File: config.mk
export PLATFORM = sky130hd
export DESIGN_NAME = onewire_temperature_read_sequencer_flat
export DESIGN_NICKNAME = d
export VERILOG_FILES = /design/src/rtl/core/owtr_pkg.sv /design/src/rtl/core/owtr_in_if.sv /design/src/rtl/core/owtr_out_if.sv /design/src/rtl/core/owtr_cfg.sv /design/src/rtl/core/owtr_core.sv /design/src/rtl/core/onewire_temperature_read_sequencer.sv /design/src/flat_wrapper.sv
export VERILOG_INCLUDE_DIRS = /design/src /design/src/rtl/core
export SDC_FILE = /design/constraint.sdc
export NUM_CORES = 1
export LEC_CHECK = 0
export ABC_AREA = 1
export BUFFER_PORTS_ARGS = -buffer_cell sky130_fd_sc_hd__buf_2
export CAP_MARGIN = 0
export CELL_PAD_IN_SITES_DETAIL_PLACEMENT = 0
export CELL_PAD_IN_SITES_GLOBAL_PLACEMENT = 2
export CORE_UTILIZATION = 25
export CTS_CLUSTER_DIAMETER = 150
export CTS_CLUSTER_SIZE = 30
export DETAILED_ROUTE_END_ITERATION = 7
export HOLD_SLACK_MARGIN = 0.08
export PLACE_DENSITY = 0.72
export SYNTH_ARGS = -nofsm -noshare
export SYNTH_HDL_FRONTEND = slang
export SYNTH_SLANG_ARGS = --single-unit
File: constraint.sdc
create_clock -name clk -period 3.8 [get_ports clk]
set_clock_uncertainty 0.05 [all_clocks]
set_input_delay 0.76 -clock clk [delete_from_list [all_inputs] [get_ports clk]]
set_output_delay 0.76 -clock clk [all_outputs]
set_load 0.01 [all_outputs]
File: src/rtl/core/onewire_temperature_read_sequencer_macros.svh
// Assertion macros for the 1-Wire temperature read sequencer.
`ifndef ONEWIRE_TEMPERATURE_READ_SEQUENCER_MACROS_SVH
`define ONEWIRE_TEMPERATURE_READ_SEQUENCER_MACROS_SVH

// Same-cycle implication, sampled on clk, off while rst_n is low.
`define OWTR_ASSERT_SAME(name, ante, cons, msg) \
    name: assert property (@(posedge clk) disable iff (!rst_n) (ante) |-> (cons)) \
        else $error(msg);

// Next-cycle implication, sampled on clk, off while rst_n is low.
`define OWTR_ASSERT_NEXT(name, ante, cons, msg) \
    name: assert property (@(posedge clk) disable iff (!rst_n) (ante) |=> (cons)) \
        else $error(msg);

`endif

File: src/rtl/core/owtr_pkg.sv
// Shared types and constants of the 1-Wire temperature read sequencer.
`timescale 1ns / 1ps
`default_nettype none
package owtr_pkg;

    localparam int TIMER_W = 20;
    localparam int TEMP_W  = 16;
    localparam int BIT_W   = 5;
    localparam int PADDR_W = 3;
    localparam int PDATA_W = 32;

    // Register index is the word address bit of paddr.
    localparam logic REG_IDX_CONV_WAIT = 1'b0;

    localparam logic [TIMER_W-1:0] CONV_WAIT_RESET = 20'd750000;

    // ROM and function commands, sent LSB first.
    localparam logic [7:0] CMD_SKIP_ROM  = 8'hCC;
    localparam logic [7:0] CMD_CONVERT_T = 8'h44;
    localparam logic [7:0] CMD_READ_SP   = 8'hBE;

    // Segment lengths in microseconds.
    localparam logic [TIMER_W-1:0] T_RST_LOW   = 20'd480;
    localparam logic [TIMER_W-1:0] T_RST_REL   = 20'd70;
    localparam logic [TIMER_W-1:0] T_RST_WAIT  = 20'd410;
    localparam logic [TIMER_W-1:0] T_W1_LOW    = 20'd6;
    localparam logic [TIMER_W-1:0] T_W1_REL    = 20'd64;
    localparam logic [TIMER_W-1:0] T_W0_LOW    = 20'd60;
    localparam logic [TIMER_W-1:0] T_W0_REL    = 20'd10;
    localparam logic [TIMER_W-1:0] T_RD_LOW    = 20'd6;
    localparam logic [TIMER_W-1:0] T_RD_REL    = 20'd9;
    localparam logic [TIMER_W-1:0] T_RD_TAIL   = 20'd55;

    localparam logic [BIT_W-1:0] BITS_PER_CMD = 5'd8;
    localparam logic [BIT_W-1:0] BITS_TOTAL   = 5'd16;

    // -999.0 degrees in sixteenths.
    localparam logic [TEMP_W-1:0] ERROR_TEMP = 16'hC190;

    typedef struct packed {
        logic              drive_low;
        logic              busy_res;
        logic              done_res;
        logic              no_sensor;
        logic [TEMP_W-1:0] temperature;
    } result_t;

endpackage
`default_nettype wire

File: src/rtl/core/owtr_in_if.sv
// Input item channel: tick or start, with the sampled bus level.
`timescale 1ns / 1ps
`default_nettype none
interface owtr_in_if;
    logic valid;
    logic ready;
    logic kind;
    logic line_level;

    modport source (output valid, output kind, output line_level, input ready);
    modport sink (input valid, input kind, input line_level, output ready);
endinterface
`default_nettype wire

File: src/rtl/core/owtr_out_if.sv
// Result item channel: bus drive and sequence status.
`timescale 1ns / 1ps
`default_nettype none
interface owtr_out_if;
    logic               valid;
    logic               ready;
    logic               drive_low;
    logic               busy_res;
    logic               done_res;
    logic               no_sensor;
    logic signed [15:0] temperature;

    modport source (output valid, output drive_low, output busy_res, output done_res,
                    output no_sensor, output temperature, input ready);
    modport sink (input valid, input drive_low, input busy_res, input done_res,
                  input no_sensor, input temperature, output ready);
endinterface
`default_nettype wire

File: src/rtl/core/owtr_cfg.sv
// APB configuration register: conversion wait time.
`timescale 1ns / 1ps
`default_nettype none
module owtr_cfg
    import owtr_pkg::*;
(
    input  wire logic               clk,
    input  wire logic               rst_n,
    input  wire logic               psel,
    input  wire logic               penable,
    input  wire logic               pwrite,
    input  wire logic [PADDR_W-1:0] paddr,
    input  wire logic [PDATA_W-1:0] pwdata,
    output logic      [PDATA_W-1:0] prdata,
    output logic                    pready,
    output logic      [TIMER_W-1:0] conv_wait
);

    logic [TIMER_W-1:0] conv_wait_reg;
    logic               reg_idx;
    logic               wr_en;

    assign reg_idx = paddr[PADDR_W-1];
    assign pready  = 1'b1;
    assign wr_en   = psel && penable && pwrite && (reg_idx == REG_IDX_CONV_WAIT);

    always_ff @(posedge clk or negedge rst_n)
    begin
        if (!rst_n)
        begin
            conv_wait_reg <= CONV_WAIT_RESET;
        end
        else if (wr_en)
        begin
            conv_wait_reg <= pwdata[TIMER_W-1:0];
        end
    end

    always_comb
    begin
        unique case (reg_idx)
            REG_IDX_CONV_WAIT: prdata = {{(PDATA_W-TIMER_W){1'b0}}, conv_wait_reg};
            default:           prdata = '0;
        endcase
    end

    assign conv_wait = conv_wait_reg;

endmodule
`default_nettype wire

File: src/rtl/core/owtr_core.sv
// Sequencer state and one-microsecond step logic.
`timescale 1ns / 1ps
`default_nettype none
module owtr_core
    import owtr_pkg::*;
(
    input  wire logic               clk,
    input  wire logic               rst_n,
    input  wire logic               step,
    input  wire logic               kind,
    input  wire logic               line_level,
    input  wire logic [TIMER_W-1:0] conv_wait,
    output result_t                 res
);

    typedef enum logic [14:0] {
        PH_IDLE    = 15'b000000000000001,
        PH_R1_LOW  = 15'b000000000000010,
        PH_R1_REL  = 15'b000000000000100,
        PH_R1_WAIT = 15'b000000000001000,
        PH_W1_LOW  = 15'b000000000010000,
        PH_W1_REL  = 15'b000000000100000,
        PH_CONV    = 15'b000000001000000,
        PH_R2_LOW  = 15'b000000010000000,
        PH_R2_REL  = 15'b000000100000000,
        PH_R2_WAIT = 15'b000001000000000,
        PH_W2_LOW  = 15'b000010000000000,
        PH_W2_REL  = 15'b000100000000000,
        PH_RD_LOW  = 15'b001000000000000,
        PH_RD_REL  = 15'b010000000000000,
        PH_RD_TAIL = 15'b100000000000000
    } phase_t;

    phase_t             phase_reg, phase_next;
    logic [TIMER_W-1:0] timer_reg, timer_next;
    logic [BIT_W-1:0]   bit_reg, bit_next;
    logic [7:0]         cmd_reg, cmd_next;
    logic [TEMP_W-1:0]  rd_reg, rd_next;
    logic               pres_reg, pres_next;
    logic [TEMP_W-1:0]  temp_reg, temp_next;
    logic               err_reg, err_next;
    logic               done;
    logic [BIT_W-1:0]   bit_inc;
    logic [7:0]         cmd_sh;

    assign bit_inc = bit_reg + 5'd1;

    always_comb
    begin
        phase_next = phase_reg;
        timer_next = timer_reg;
        bit_next   = bit_reg;
        cmd_next   = cmd_reg;
        rd_next    = rd_reg;
        pres_next  = pres_reg;
        temp_next  = temp_reg;
        err_next   = err_reg;
        done       = 1'b0;
        cmd_sh     = {1'b0, cmd_reg[7:1]};

        if (kind)
        begin
            // Start only from idle; otherwise the item is a no-op.
            if (phase_reg == PH_IDLE)
            begin
                phase_next = PH_R1_LOW;
                timer_next = T_RST_LOW;
            end
        end
        else if (phase_reg != PH_IDLE)
        begin
            if (timer_reg != '0)
            begin
                timer_next = timer_reg - 20'd1;
            end
            if (timer_next == '0)
            begin
                unique case (phase_reg)
                    PH_R1_LOW:
                    begin
                        phase_next = PH_R1_REL;
                        timer_next = T_RST_REL;
                    end
                    PH_R1_REL:
                    begin
                        pres_next  = !line_level;
                        phase_next = PH_R1_WAIT;
                        timer_next = T_RST_WAIT;
                    end
                    PH_R1_WAIT:
                    begin
                        if (!pres_reg)
                        begin
                            temp_next  = ERROR_TEMP;
                            err_next   = 1'b1;
                            phase_next = PH_IDLE;
                            timer_next = '0;
                            done       = 1'b1;
                        end
                        else
                        begin
                            cmd_next   = CMD_SKIP_ROM;
                            bit_next   = '0;
                            phase_next = PH_W1_LOW;
                            timer_next = CMD_SKIP_ROM[0] ? T_W1_LOW : T_W0_LOW;
                        end
                    end
                    PH_W1_LOW, PH_W2_LOW:
                    begin
                        phase_next = (phase_reg == PH_W1_LOW) ? PH_W1_REL : PH_W2_REL;
                        timer_next = cmd_reg[0] ? T_W1_REL : T_W0_REL;
                    end
                    PH_W1_REL, PH_W2_REL:
                    begin
                        // Shift out the sent bit; switch to the function byte at eight.
                        if (bit_inc == BITS_PER_CMD)
                        begin
                            cmd_sh = (phase_reg == PH_W1_REL) ? CMD_CONVERT_T : CMD_READ_SP;
                        end
                        cmd_next = cmd_sh;
                        bit_next = bit_inc;
                        if (bit_inc >= BITS_TOTAL)
                        begin
                            if (phase_reg == PH_W1_REL)
                            begin
                                if (conv_wait == '0)
                                begin
                                    phase_next = PH_R2_LOW;
                                    timer_next = T_RST_LOW;
                                end
                                else
                                begin
                                    phase_next = PH_CONV;
                                    timer_next = conv_wait;
                                end
                            end
                            else
                            begin
                                bit_next   = '0;
                                rd_next    = '0;
                                phase_next = PH_RD_LOW;
                                timer_next = T_RD_LOW;
                            end
                        end
                        else
                        begin
                            phase_next = (phase_reg == PH_W1_REL) ? PH_W1_LOW : PH_W2_LOW;
                            timer_next = cmd_sh[0] ? T_W1_LOW : T_W0_LOW;
                        end
                    end
                    PH_CONV:
                    begin
                        phase_next = PH_R2_LOW;
                        timer_next = T_RST_LOW;
                    end
                    PH_R2_LOW:
                    begin
                        phase_next = PH_R2_REL;
                        timer_next = T_RST_REL;
                    end
                    PH_R2_REL:
                    begin
                        phase_next = PH_R2_WAIT;
                        timer_next = T_RST_WAIT;
                    end
                    PH_R2_WAIT:
                    begin
                        cmd_next   = CMD_SKIP_ROM;
                        bit_next   = '0;
                        phase_next = PH_W2_LOW;
                        timer_next = CMD_SKIP_ROM[0] ? T_W1_LOW : T_W0_LOW;
                    end
                    PH_RD_LOW:
                    begin
                        phase_next = PH_RD_REL;
                        timer_next = T_RD_REL;
                    end
                    PH_RD_REL:
                    begin
                        rd_next    = {line_level, rd_reg[TEMP_W-1:1]};
                        phase_next = PH_RD_TAIL;
                        timer_next = T_RD_TAIL;
                    end
                    PH_RD_TAIL:
                    begin
                        bit_next = bit_inc;
                        if (bit_inc >= BITS_TOTAL)
                        begin
                            temp_next  = rd_reg;
                            err_next   = 1'b0;
                            phase_next = PH_IDLE;
                            timer_next = '0;
                            done       = 1'b1;
                        end
                        else
                        begin
                            phase_next = PH_RD_LOW;
                            timer_next = T_RD_LOW;
                        end
                    end
                    default:
                    begin
                        phase_next = PH_IDLE;
                        timer_next = '0;
                    end
                endcase
            end
        end
    end

    always_ff @(posedge clk or negedge rst_n)
    begin
        if (!rst_n)
        begin
            phase_reg <= PH_IDLE;
            timer_reg <= '0;
            bit_reg   <= '0;
            cmd_reg   <= '0;
            rd_reg    <= '0;
            pres_reg  <= 1'b0;
            temp_reg  <= '0;
            err_reg   <= 1'b0;
        end
        else if (step)
        begin
            phase_reg <= phase_next;
            timer_reg <= timer_next;
            bit_reg   <= bit_next;
            cmd_reg   <= cmd_next;
            rd_reg    <= rd_next;
            pres_reg  <= pres_next;
            temp_reg  <= temp_next;
            err_reg   <= err_next;
        end
    end

    always_comb
    begin
        res.drive_low   = (phase_next == PH_R1_LOW) || (phase_next == PH_W1_LOW) ||
                          (phase_next == PH_R2_LOW) || (phase_next == PH_W2_LOW) ||
                          (phase_next == PH_RD_LOW);
        res.busy_res    = (phase_next != PH_IDLE);
        res.done_res    = done;
        res.no_sensor   = err_next;
        res.temperature = temp_next;
    end

endmodule
`default_nettype wire

File: src/rtl/core/onewire_temperature_read_sequencer.sv
// Top level of the 1-Wire temperature read sequencer.
`timescale 1ns / 1ps
`default_nettype none
`include "onewire_temperature_read_sequencer_macros.svh"

// 1-Wire master that runs one Skip ROM / Convert T / Read Scratchpad
// temperature read. Each input transfer is either a one-microsecond tick
// carrying the sampled bus level, or a start request (ignored unless idle).
// Every input transfer yields exactly one result transfer with the level to
// drive for the next microsecond, busy/done status, the no-sensor flag and
// the last temperature in signed sixteenths of a degree C (-999.0 degrees
// after a missing presence pulse). Throughput is one transfer per clock
// while the sink takes results; each input transfer passes through the
// input register, then the step logic into the result register. The
// sequencer state is written once per item, in the same cycle the result
// register loads, so consecutive items chain without bubbles.
// The conversion wait (APB register 0, 20 bits, reset 750000 us) is sampled
// when the wait starts; write it only while the sequencer is idle.
module onewire_temperature_read_sequencer
    import owtr_pkg::*;
(
    input  wire logic               clk,
    input  wire logic               rst_n,
    owtr_in_if.sink                 tick,
    owtr_out_if.source              result,
    input  wire logic               psel,
    input  wire logic               penable,
    input  wire logic               pwrite,
    input  wire logic [PADDR_W-1:0] paddr,
    input  wire logic [PDATA_W-1:0] pwdata,
    output logic      [PDATA_W-1:0] prdata,
    output logic                    pready
);

    logic               in_valid_reg;
    logic               kind_reg;
    logic               line_reg;
    logic               out_valid_reg;
    result_t            out_reg;
    result_t            step_res;
    logic               advance;
    logic               step;
    logic [TIMER_W-1:0] conv_wait;

    // Result register drains or is empty: move the pipeline forward.
    assign advance    = !out_valid_reg || result.ready;
    // Take a new transfer whenever the input register is free or moving on.
    assign tick.ready = !in_valid_reg || advance;
    // Apply one item to the sequencer state.
    assign step       = in_valid_reg && advance;

    owtr_cfg u_cfg (
        .clk       (clk),
        .rst_n     (rst_n),
        .psel      (psel),
        .penable   (penable),
        .pwrite    (pwrite),
        .paddr     (paddr),
        .pwdata    (pwdata),
        .prdata    (prdata),
        .pready    (pready),
        .conv_wait (conv_wait)
    );

    owtr_core u_core (
        .clk        (clk),
        .rst_n      (rst_n),
        .step       (step),
        .kind       (kind_reg),
        .line_level (line_reg),
        .conv_wait  (conv_wait),
        .res        (step_res)
    );

    // Input register: hold the item until the step logic takes it.
    always_ff @(posedge clk or negedge rst_n)
    begin
        if (!rst_n)
        begin
            in_valid_reg <= 1'b0;
        end
        else if (tick.ready)
        begin
            in_valid_reg <= tick.valid;
        end
    end

    always_ff @(posedge clk)
    begin
        if (tick.valid && tick.ready)
        begin
            kind_reg <= tick.kind;
            line_reg <= tick.line_level;
        end
    end

    // Result register: hold the result until the sink takes the transfer.
    always_ff @(posedge clk or negedge rst_n)
    begin
        if (!rst_n)
        begin
            out_valid_reg <= 1'b0;
        end
        else if (advance)
        begin
            out_valid_reg <= in_valid_reg;
        end
    end

    always_ff @(posedge clk)
    begin
        if (step)
        begin
            out_reg <= step_res;
        end
    end

    assign result.valid       = out_valid_reg;
    assign result.drive_low   = out_reg.drive_low;
    assign result.busy_res    = out_reg.busy_res;
    assign result.done_res    = out_reg.done_res;
    assign result.no_sensor   = out_reg.no_sensor;
    assign result.temperature = out_reg.temperature;

    // A finished sequence is never still busy, and the bus is only pulled
    // low while a sequence runs.
    `OWTR_ASSERT_SAME(a_done_not_busy, out_valid_reg && out_reg.done_res, !out_reg.busy_res, "done while busy")
    `OWTR_ASSERT_SAME(a_drive_needs_busy, out_valid_reg && out_reg.drive_low, out_reg.busy_res, "drive low while idle")
    // A missing sensor always reports the error temperature.
    `OWTR_ASSERT_SAME(a_err_temp, out_valid_reg && out_reg.done_res && out_reg.no_sensor, out_reg.temperature == ERROR_TEMP, "bad error temperature")
    // A held input item is not dropped while the result side stalls.
    `OWTR_ASSERT_NEXT(a_in_hold, in_valid_reg && !advance, in_valid_reg, "input item dropped")

endmodule
`default_nettype wire

File: src/flat_wrapper.sv
// flat-port wrapper written by rule: the top's interface ports become plain ports
module onewire_temperature_read_sequencer_flat import owtr_pkg::*;
  (clk, rst_n, psel, penable, pwrite, paddr, pwdata, prdata, pready, tick_valid, tick_kind, tick_line_level, tick_ready, result_valid, result_drive_low, result_busy_res, result_done_res, result_no_sensor, result_temperature, result_ready);
  owtr_in_if tick_i ();
  owtr_out_if result_i ();
  input  wire logic clk;
  input  wire logic rst_n;
  input  wire logic psel;
  input  wire logic penable;
  input  wire logic pwrite;
  input  wire logic [PADDR_W-1:0] paddr;
  input  wire logic [PDATA_W-1:0] pwdata;
  output logic      [PDATA_W-1:0] prdata;
  output logic pready;
  input wire logic [$bits(tick_i.valid)-1:0] tick_valid;
  input wire logic [$bits(tick_i.kind)-1:0] tick_kind;
  input wire logic [$bits(tick_i.line_level)-1:0] tick_line_level;
  output wire logic [$bits(tick_i.ready)-1:0] tick_ready;
  output wire logic [$bits(result_i.valid)-1:0] result_valid;
  output wire logic [$bits(result_i.drive_low)-1:0] result_drive_low;
  output wire logic [$bits(result_i.busy_res)-1:0] result_busy_res;
  output wire logic [$bits(result_i.done_res)-1:0] result_done_res;
  output wire logic [$bits(result_i.no_sensor)-1:0] result_no_sensor;
  output wire logic [$bits(result_i.temperature)-1:0] result_temperature;
  input wire logic [$bits(result_i.ready)-1:0] result_ready;
  assign tick_i.valid = tick_valid;
  assign tick_i.kind = tick_kind;
  assign tick_i.line_level = tick_line_level;
  assign tick_ready = tick_i.ready;
  assign result_valid = result_i.valid;
  assign result_drive_low = result_i.drive_low;
  assign result_busy_res = result_i.busy_res;
  assign result_done_res = result_i.done_res;
  assign result_no_sensor = result_i.no_sensor;
  assign result_temperature = result_i.temperature;
  assign result_i.ready = result_ready;
  onewire_temperature_read_sequencer u_core (.clk(clk), .rst_n(rst_n), .tick(tick_i), .result(result_i), .psel(psel), .penable(penable), .pwrite(pwrite), .paddr(paddr), .pwdata(pwdata), .prdata(prdata), .pready(pready));
endmodule
==> flow_summary.toml, run 1 <==
[finish]
stdcell_area_um2 = 9100
nets = 1194
fin_cells = 1551
drive_gt1_share_pct = 15.7
antenna_cells = 0
area_growth_pct = 19.7

[detailed_routing]
drt_iter0_drc = 404
dr.pass1.iters = 5
route.vias.total = 6986
viasPerCell = 4.50
wl_um = 23300
drc = 0
drt-wirelength-per-cell_um = 15.0
antenna_left = 0

[synth]
syn_inst = 1055
yosys-top-cells-area = "dfrtp_1, nand2_1, edfxtp_1, inv_1, nor2_1"
yosysMostFrequentCell = "nand2_1"
synth-edff-count = 22
yosysTopAreaCell = "dfrtp_1"
synth_cell_types = 53
ys_ff_latch = 126
synthFlopType = "dfrtp_1"
synth.top_cell.area_share_pct = 30.6
syn_avg_cell_area_um2 = 7.20
synthArstFlopShare_pct = 82.5
yosys_warnings = 0
synthTopCellsByCount = "nand2_1, inv_1, nor2_1, dfrtp_1, o21ai_0"
syn-cell-area_um2 = 7600
ys_seq_area_share_pct = 43.1

[global_route]
grtUsageTotal_pct = 15.7
grt_pass1_wl_um = 38000
grt_max_degree = 66
antenna_found_initial = 0
grt_overflow = 0
grt_pass1_vias = 7006

[floorplan]
coreArea_um2 = 29800
die_w_um = 176
num_rows = 63
die_area_um2 = 31100
die_y_um = 176
initial_core_util_pct = 25.5
io-pin-count = 99

[clock_tree]
cts_tree = "built"
cts_setup_buffers = 0
numCtsBuffers = 17
cts_buffer_depth = 2
postCtsHoldBufs = 0
clock_latency_ns = 0.43
clkTransAtPathRegs_ns = 0.07
numClockSinks = 126
ctsResizeCount = 0
cts_root_buf = "clkbuf_16"
ctsHtreeMaxLevel = 4

[setup_path]
cp_max_fo = 22
critPathKind = "register to register"
rr_worst_depth = 17
crit_required_ns = 4.06
endpoint_kind = "register"
path_cells = "nor2_1 > nand2_1 > nor2_2 > nand3_4 > nand2_1 > nand2_2 > nor3_2 > nand4_1 > nand2_1 > nand2_1 > nand2_1 > nand2_1 > nor2_1 > inv_1 > nor2_1 > nand3_1 > nand2_1"
r2r_slack_ns = 0.52
path_common_cell = "nand2_1"
arrival_ns = 3.53
critPathMaxStageDelay_ns = 0.43
cp_slowest_cell = "dfrtp_1"
setup.worst_path.start_class = "register"

[power]
powerDensity_nw_per_um2 = 692
vdd_ir_drop_max_mv = 0.264
p_leak_nw = 4.44
p_total_mw = 6.29

[sta]
max_freq_ghz = 0.305
tightest_slew_ns = 0.656
fin_crit_sh_pct = 86.2
setup_tns_ns = 0
slew_viol_final = 0
finalHoldViolations = 0
rsz0062_at_grt = "no"
relSlewSlack_pct = 56.2
setup_viol = 0
period_minus_slack_ns = 3.28

[placed_design]
place_congestion = 0.835
dp_hpwl_um = 17500
dpl_cell_area_um2 = 8500
dp.cells = 1519
io_buffers = 71

[status]
outcome = "finished, final reports clean"

[run]
maxCapViolCount = 0

[min_path]
hold_class = "input port to asynchronous set/reset pin"
layout make-up:
| type | count | area [um^2] |
|---|---|---|
| fill | 3335 | 20700 |
| multi-input combinational | 733 | 3510 |
| sequential | 126 | 3280 |
| inverter | 170 | 641 |
| timing repair buffer | 100 | 588 |
| tap | 390 | 488 |
| clock buffer | 17 | 425 |
| clock inverter | 15 | 168 |
critical path: cells and delay by family (launching register included):
family                 cells  cell delay (ns)
buffers and inverters      1             0.05
flip-flops                 1             0.43
AND/OR/NAND/NOR           16             2.62
metrics by stage:
stage	hold WS (ns)	setup slack, ns	utilization, %
final	0.286	0.523	30.5
after global routing	0.324	0.103	30.5
after CTS	0.311	0.498	30.5
after detailed placement	0.424	0.516	28.5
after global placement	0.410	0.527	28.5
after floorplan	0.370	0.944	-
layer usage:
layer	GRT usage, %	wire length, um
met5	0	0
met4	4.06	290
met3	2.41	547
met2	25.6	10800
met1	21.6	11600
final timing paths:
kind,endpoint,from
worst max register to register,u_core.result.drive_low,u_core.u_core.timer_reg[10]
worst max-delay path,u_core.result.drive_low,u_core.u_core.timer_reg[10]
worst min-delay path,u_core.u_cfg.conv_wait[2],rst_n
worst min register to register,u_core.u_core.cmd_reg[7],u_core.u_core.cmd_reg[7]
max in group asynchronous,u_core.u_cfg.conv_wait[17],rst_n
min in group clk,u_core.u_core.cmd_reg[7],u_core.u_core.cmd_reg[7]
kinds of logic (layout without fill, tap and decap cells):
logic type | count (synthesis) | in the layout | synth area share, %
xor gates and xnor gates | 5 | 5 | 0.576
other | 2 | 13 | 0.0988
DFF | 126 | 126 | 43.1
buffers and inverters | 207 | 302 | 11.2
and+or+nand+nor | 512 | 512 | 29.6
adders and majority gates | 2 | 2 | 0.329
muxes | 2 | 2 | 0.263
AOI/OAI and AO/OA | 199 | 199 | 14.7
cells in the final DEF (no fill, tap or decap), drive strengths merged, types with 2 or more instances in the layout:
cell and n:
buf 100, nand4 13, nor2 155, nand2 255, o41ai 2, and3 3
a32oi 4, clkinv 8, dfstp 11, nand3b 2, a21boi 2, dfrtp 93
nor3 23, nor4 3, a22oi 3, o21ai 86, o22ai 44, mux2i 2
a31oi 4, a21oi 45, clkbuf 17, nand3 56, edfxtp 22, xor2 5
ha 2, inv 176, conb 13
report_power, final:
part	total [mW]	switching, mW	internal (mW)
registers	1.97	0.214	1.76
logic	2.68	1.80	0.872
clock network	1.64	0.763	0.880
(Power assumes the default switching activity.)
==> inputs of run 2 (changes only) <==
- MAX_ROUTING_LAYER: default -> met4
==> run 2 against run 1 <==
  * Via count down 0.74%
  * Final area unchanged
  * Sequential cell count unchanged
  * Count of clock-buffer cells in the layout unchanged
  * Critical path depth unchanged
==> flow_summary.toml, run 2 (synthesized netlist as in run 1, its figures left out) <==
[status]
outcome = "finished, final reports clean"

[sta]
finalHoldViolations = 0
setup_tns_ns = 0
period_minus_slack_ns = 3.31
slew_viol_final = 0
setup_viol = 0
fin_ws_ns = 0.490
rsz0062_at_grt = "no"
fin_crit_sh_pct = 87.1
max_freq_ghz = 0.302
tightest_slew_ns = 0.662
relSlewSlack_pct = 55.9

[setup_path]
setup.worst_path.start_class = "register"
cp_slowest_cell = "dfrtp_1"
critPathKind = "register to register"
path_common_cell = "nand2_1"
crit_required_ns = 4.06
critPathMaxStageDelay_ns = 0.43
arrival_ns = 3.57
endpoint_kind = "register"
path_cells = "nor2_1 > nand2_1 > nor2_2 > nand3_4 > nand2_1 > nand3_1 > nor2_2 > nand4_1 > nand2_1 > nand2_1 > nand2_1 > nand2_1 > nor2_1 > inv_1 > nor2_1 > nand3_1 > nand2_1"
cp_max_fo = 22

[global_route]
grt.met2_usage_pct = 25.6
grtUsageMet1_pct = 21.6
grt_overflow = 0
grt_max_degree = 66
antenna_found_initial = 0
grt_pass1_vias = 7022
grt_pass1_wl_um = 38000
grt_util_met3_pct = 2.35
busiest_layer = "met2"
grtUsageTotal_pct = 16.2

[placed_design]
detailedPlace.worstSlack_ns = 0.516
io_buffers = 71
place_congestion = 0.847
dp_hpwl_um = 17500
dpl_cell_area_um2 = 8500

[floorplan]
io-pin-count = 99
num_rows = 63
die_w_um = 176
die_y_um = 176
initial_core_util_pct = 25.5
coreArea_um2 = 29800
die_area_um2 = 31100

[power]
vdd_ir_drop_max_mv = 0.264
powerDensity_nw_per_um2 = 691
p_leak_nw = 4.44

[detailed_routing]
route.vias.total = 6934
wl_um = 23200
antenna_left = 0
viasPerCell = 4.47
drc = 0
drt_iter0_drc = 407
drt-wirelength-per-cell_um = 15.0
dr.pass1.iters = 5

[clock_tree]
clkTransAtPathRegs_ns = 0.07
ctsHtreeMaxLevel = 4
cts_root_buf = "clkbuf_16"
cts_tree = "built"
cts_setup_buffers = 0
numCtsBuffers = 17
ctsResizeCount = 0
numClockSinks = 126
cts_buffer_depth = 2
postCtsHoldBufs = 0
clock_latency_ns = 0.43

[finish]
drive_gt1_share_pct = 15.7
nets = 1194
layout_common_cells = "nand2_1, inv_1, nor2_1, dfrtp_1, o21ai_0"
antenna_cells = 0
layout_commonest_cell = "nand2_1"
nFillCells = 3335
stdcell_area_um2 = 9100
area_growth_pct = 19.7

[run]
maxCapViolCount = 0

[min_path]
hold_class = "input port to asynchronous set/reset pin"
run 2: cell counts in the layout (fill, tap and decap cells not counted):
No cell type changed its count.
run 2: final timing paths:
path / startpoint / end / slack [ns] / depth (start not counted)
max: u_core.u_core.timer_reg[15] / u_core.result.drive_low / 0.49 / 17
min: rst_n / u_core.u_cfg.conv_wait[2] / 0.29 / 1
max reg2reg: u_core.u_core.timer_reg[15] / u_core.result.drive_low / 0.49 / 17
min reg2reg: u_core.u_core.cmd_reg[7] / u_core.u_core.cmd_reg[7] / 0.43 / 2
max in group asynchronous: rst_n / u_core.u_cfg.conv_wait[17] / 2.59 / 2
min in group clk: u_core.u_core.cmd_reg[7] / u_core.u_core.cmd_reg[7] / 0.43 / 2
run 2: worst max-delay path: cells and delay by family (launching register included):
| kind | cells | cell delay [ns] |
|---|---|---|
| flip-flops | 1 | 0.43 |
| AND/OR/NAND/NOR | 16 | 2.64 |
| buffers and inverters | 1 | 0.05 |
run 2: final cells by class:
| class | count | area (um^2) | area share (%) |
|---|---|---|---|
| clock buffers | 17 | 425 | 4.68 |
| clock inverters | 15 | 168 | 1.84 |
| inverters | 170 | 641 | 7.04 |
| multi-input cells | 733 | 3510 | 38.6 |
| flip-flops and latches | 126 | 3280 | 36.0 |
| well taps | 390 | 488 | 5.36 |
| repair buffers | 100 | 588 | 6.46 |
run 2: layer usage:
layer,vias up,wire length [um]
li1,3601,-
met1,3246,11600
met2,69,10800
met3,18,478
met4,0,306
met5,-,0
run 2: per-stage QoR:
stage / hold slack [ns] / utilization [%] / total power, mW / instances
2_1_floorplan: 0.370 / - / 3.83 / 1066
3_3_place_gp: 0.410 / 28.5 / 4.69 / 1519
3_5_place_dp: 0.424 / 28.5 / 4.70 / 1519
4_1_cts: 0.311 / 30.5 / 6.38 / 1551
5_1_grt: 0.324 / 30.5 / 6.86 / 1551
6_report: 0.286 / 30.5 / 6.29 / 1551
run 2: power by group:
part	leakage (nW)	switching, mW	internal, mW
Clock	0.286	0.763	0.880
Combinational	2.68	1.80	0.872
Sequential	1.47	0.213	1.76
Total	4.44	2.78	3.51
==> inputs of run 3 (changes only) <==
- CORE_UTILIZATION: 25 -> 33
- PLACE_DENSITY: 0.72 -> 0.89
- SYNTH_HIERARCHICAL: default -> 1
==> run 3 against run 2 <==
  * Clock power about the same
  * Global-route usage up 3.7 points
  * Routed wire length down 6.7%
  * Synthesized area up 1.2%
  * Hold slack worse by 0.043 ns
  * Largest power group is now the clock network
==> flow_summary.toml, run 3 <==
[global_route]
grt_pass1_wl_um = 36100
grt_pass1_vias = 6758
grtUsageTotal_pct = 19.8
grt_max_degree = 77
grt_overflow = 0
antenna_found_initial = 0

[setup_path]
setup.worst_path.start_class = "register"
endpoint_kind = "register"
arrival_ns = 3.51
crit_required_ns = 3.91
cp_max_fo = 20
r2r-end = "u_core/result.busy_res"
path_common_cell = "nand2_1"
critPathMaxStageDelay_ns = 0.43
timing.rr.start = "u_core/u_core/timer_reg[0]"
critPathKind = "register to register"
cp_slowest_cell = "dfrtp_1"
rr_worst_depth = 17
crit_family = "simple AND/OR/NAND/NOR gates"
path_cells = "inv_2 > ha_1 > nand2_4 > nor2_8 > nand3_4 > nand2_1 > nand2_1 > nor2_1 > nand2_1 > nor2_4 > nand3_4 > nand3_2 > nand2_1 > nor2_1 > nand2_1 > nor3_2 > nand3_1"
r2r_slack_ns = 0.40
cp_num_buf_inv = 1

[synth]
syn-cell-area_um2 = 7690
yosysMostFrequentCell = "nand2_1"
synth_cell_types = 47
yosysTopAreaCell = "dfrtp_1"
ys_ff_latch = 126
yosys_warnings = 6
syn_avg_cell_area_um2 = 7.09
synth-edff-count = 22
synth.top_cell.area_share_pct = 30.3
syn_inst = 1085
synthTopCellsByCount = "nand2_1, inv_1, nor2_1, dfrtp_1, o21ai_0"
yosys-top-cells-area = "dfrtp_1, nand2_1, edfxtp_1, inv_1, o21ai_0"
synthFlopType = "dfrtp_1"
synthArstFlopShare_pct = 82.5
ys_seq_area_share_pct = 42.6

[sta]
whs_ns = 0.243
rsz0062_at_grt = "no"
tightest_slew_ns = 0.711
fin_crit_sh_pct = 89.4
finalHoldViolations = 0
period_minus_slack_ns = 3.40
setup_tns_ns = 0
max_freq_ghz = 0.294
relSlewSlack_pct = 52.6
slew_viol_final = 0
setup_viol = 0

[clock_tree]
ctsHtreeMaxLevel = 4
cts_buffer_depth = 2
numClockSinks = 126
numCtsBuffers = 17
cts_root_buf = "clkbuf_16"
cts_setup_buffers = 0
clkTransAtPathRegs_ns = 0.07
clock_latency_ns = 0.44
postCtsHoldBufs = 0
cts_tree = "built"
ctsResizeCount = 0

[finish]
nets = 1200
area_growth_pct = 16.1
antenna_cells = 0
multi_input_area_um2 = 3590
stdcell_area_um2 = 8930
layout_commonest_cell = "nand2_1"
layout_common_cells = "nand2_1, inv_1, nor2_1, dfrtp_1, o21ai_0"
fin_cells = 1480
drive_gt1_share_pct = 14.0
nFillCells = 2469
regArea_um2 = 3280

[detailed_routing]
route.vias.total = 7080
antenna_left = 0
drc = 0
drt-met1-wl_um = 11200
drt_iter0_drc = 460
wl_um = 21700
highest_layer = "met4"
drt-wirelength-per-cell_um = 14.6
dr_wl_met2_um = 9580
viasPerCell = 4.78
met3_wirelength_um = 674
dr.pass1.iters = 5

[floorplan]
die_w_um = 155
die_y_um = 155
coreArea_um2 = 22800
initial_core_util_pct = 33.8
die_area_um2 = 23900
num_rows = 55
io-pin-count = 99

[power]
vdd_ir_drop_max_mv = 0.270
p_leak_nw = 4.42
powerDensity_nw_per_um2 = 451

[min_path]
hold_class = "input port to asynchronous set/reset pin"

[status]
outcome = "finished, final reports clean"

[placed_design]
io_buffers = 71
dpl_cell_area_um2 = 8320
dp.cells = 1448
dp_hpwl_um = 16000
place_congestion = 0.898

[run]
maxCapViolCount = 0
## run 3: cell types whose count changed in the layout (fill, tap and decap cells not counted), sizes merged, moves of 29 or more
cell   before  now
nand2     255  346
nor2      155  107
o22ai      44    3
a21oi      45   12
o21ai      86  116
nand3      56   85
## run 3: logic make-up (layout without fill, tap and decap cells)
| kind of cell | count (synthesis) | count (layout) | synth area share (%) |
|---|---|---|---|
| AND/OR/NAND/NOR | 592 | 592 | 33.7 |
| buffers and inverters | 202 | 273 | 11.4 |
| AO/OA/AOI/OAI | 154 | 154 | 11.0 |
| flip-flops | 126 | 126 | 42.6 |
| XOR/XNOR | 7 | 7 | 0.797 |
| adder cells (fa/ha/maj) | 2 | 2 | 0.325 |
| other | 2 | 13 | 0.0977 |
## run 3: through the flow
stage / worst slack, ns / power, mW / util [%]
floorplan: 0.510 / 2.15 / -
global placement: 0.433 / 2.40 / 36.5
detailed placement: 0.432 / 2.40 / 36.5
CTS: 0.430 / 4.07 / 39.2
global route: 0.109 / 4.26 / 39.2
finish: 0.403 / 4.03 / 39.2
## run 3: layer usage
metal	vias to the layer above	GRT usage (%)
met3	14	3.05
met1	3329	28.2
met4	0	5.28
li1	3599	-
met5	-	-
met2	138	29.2
## run 3: worst max-delay path by stage
stage / startpoint / endpoint / slack (ns) / cells after the start
CTS: u_core/u_core/timer_reg[0] / u_core/result.busy_res / 0.43 / 17
finish: u_core/u_core/timer_reg[0] / u_core/result.busy_res / 0.40 / 17
floorplan: result_ready / u_core/u_core/rd_reg[13] / 0.51 / 9
global route: u_core/u_core/timer_reg[0] / u_core/result.busy_res / 0.11 / 17
detailed placement: u_core/u_core/timer_reg[0] / u_core/result.busy_res / 0.43 / 17
global placement: u_core/u_core/timer_reg[0] / u_core/result.busy_res / 0.43 / 17
## run 3: cell type report
| type | instances | share of cell area (%) |
|---|---|---|
| inverters | 156 | 6.56 |
| clock inverters | 15 | 2.09 |
| repair buffers | 85 | 5.32 |
| clock buffers | 17 | 4.76 |
| flip-flops and latches | 126 | 36.7 |
| multi-input cells | 768 | 40.2 |
| well taps | 313 | 4.38 |
## run 3: power breakdown
part	total (mW)	internal, mW	leakage, nW	switching (mW)
clock	1.65	0.894	0.298	0.761
sequential	1.61	1.50	1.55	0.109
combinational	0.769	0.244	2.57	0.525
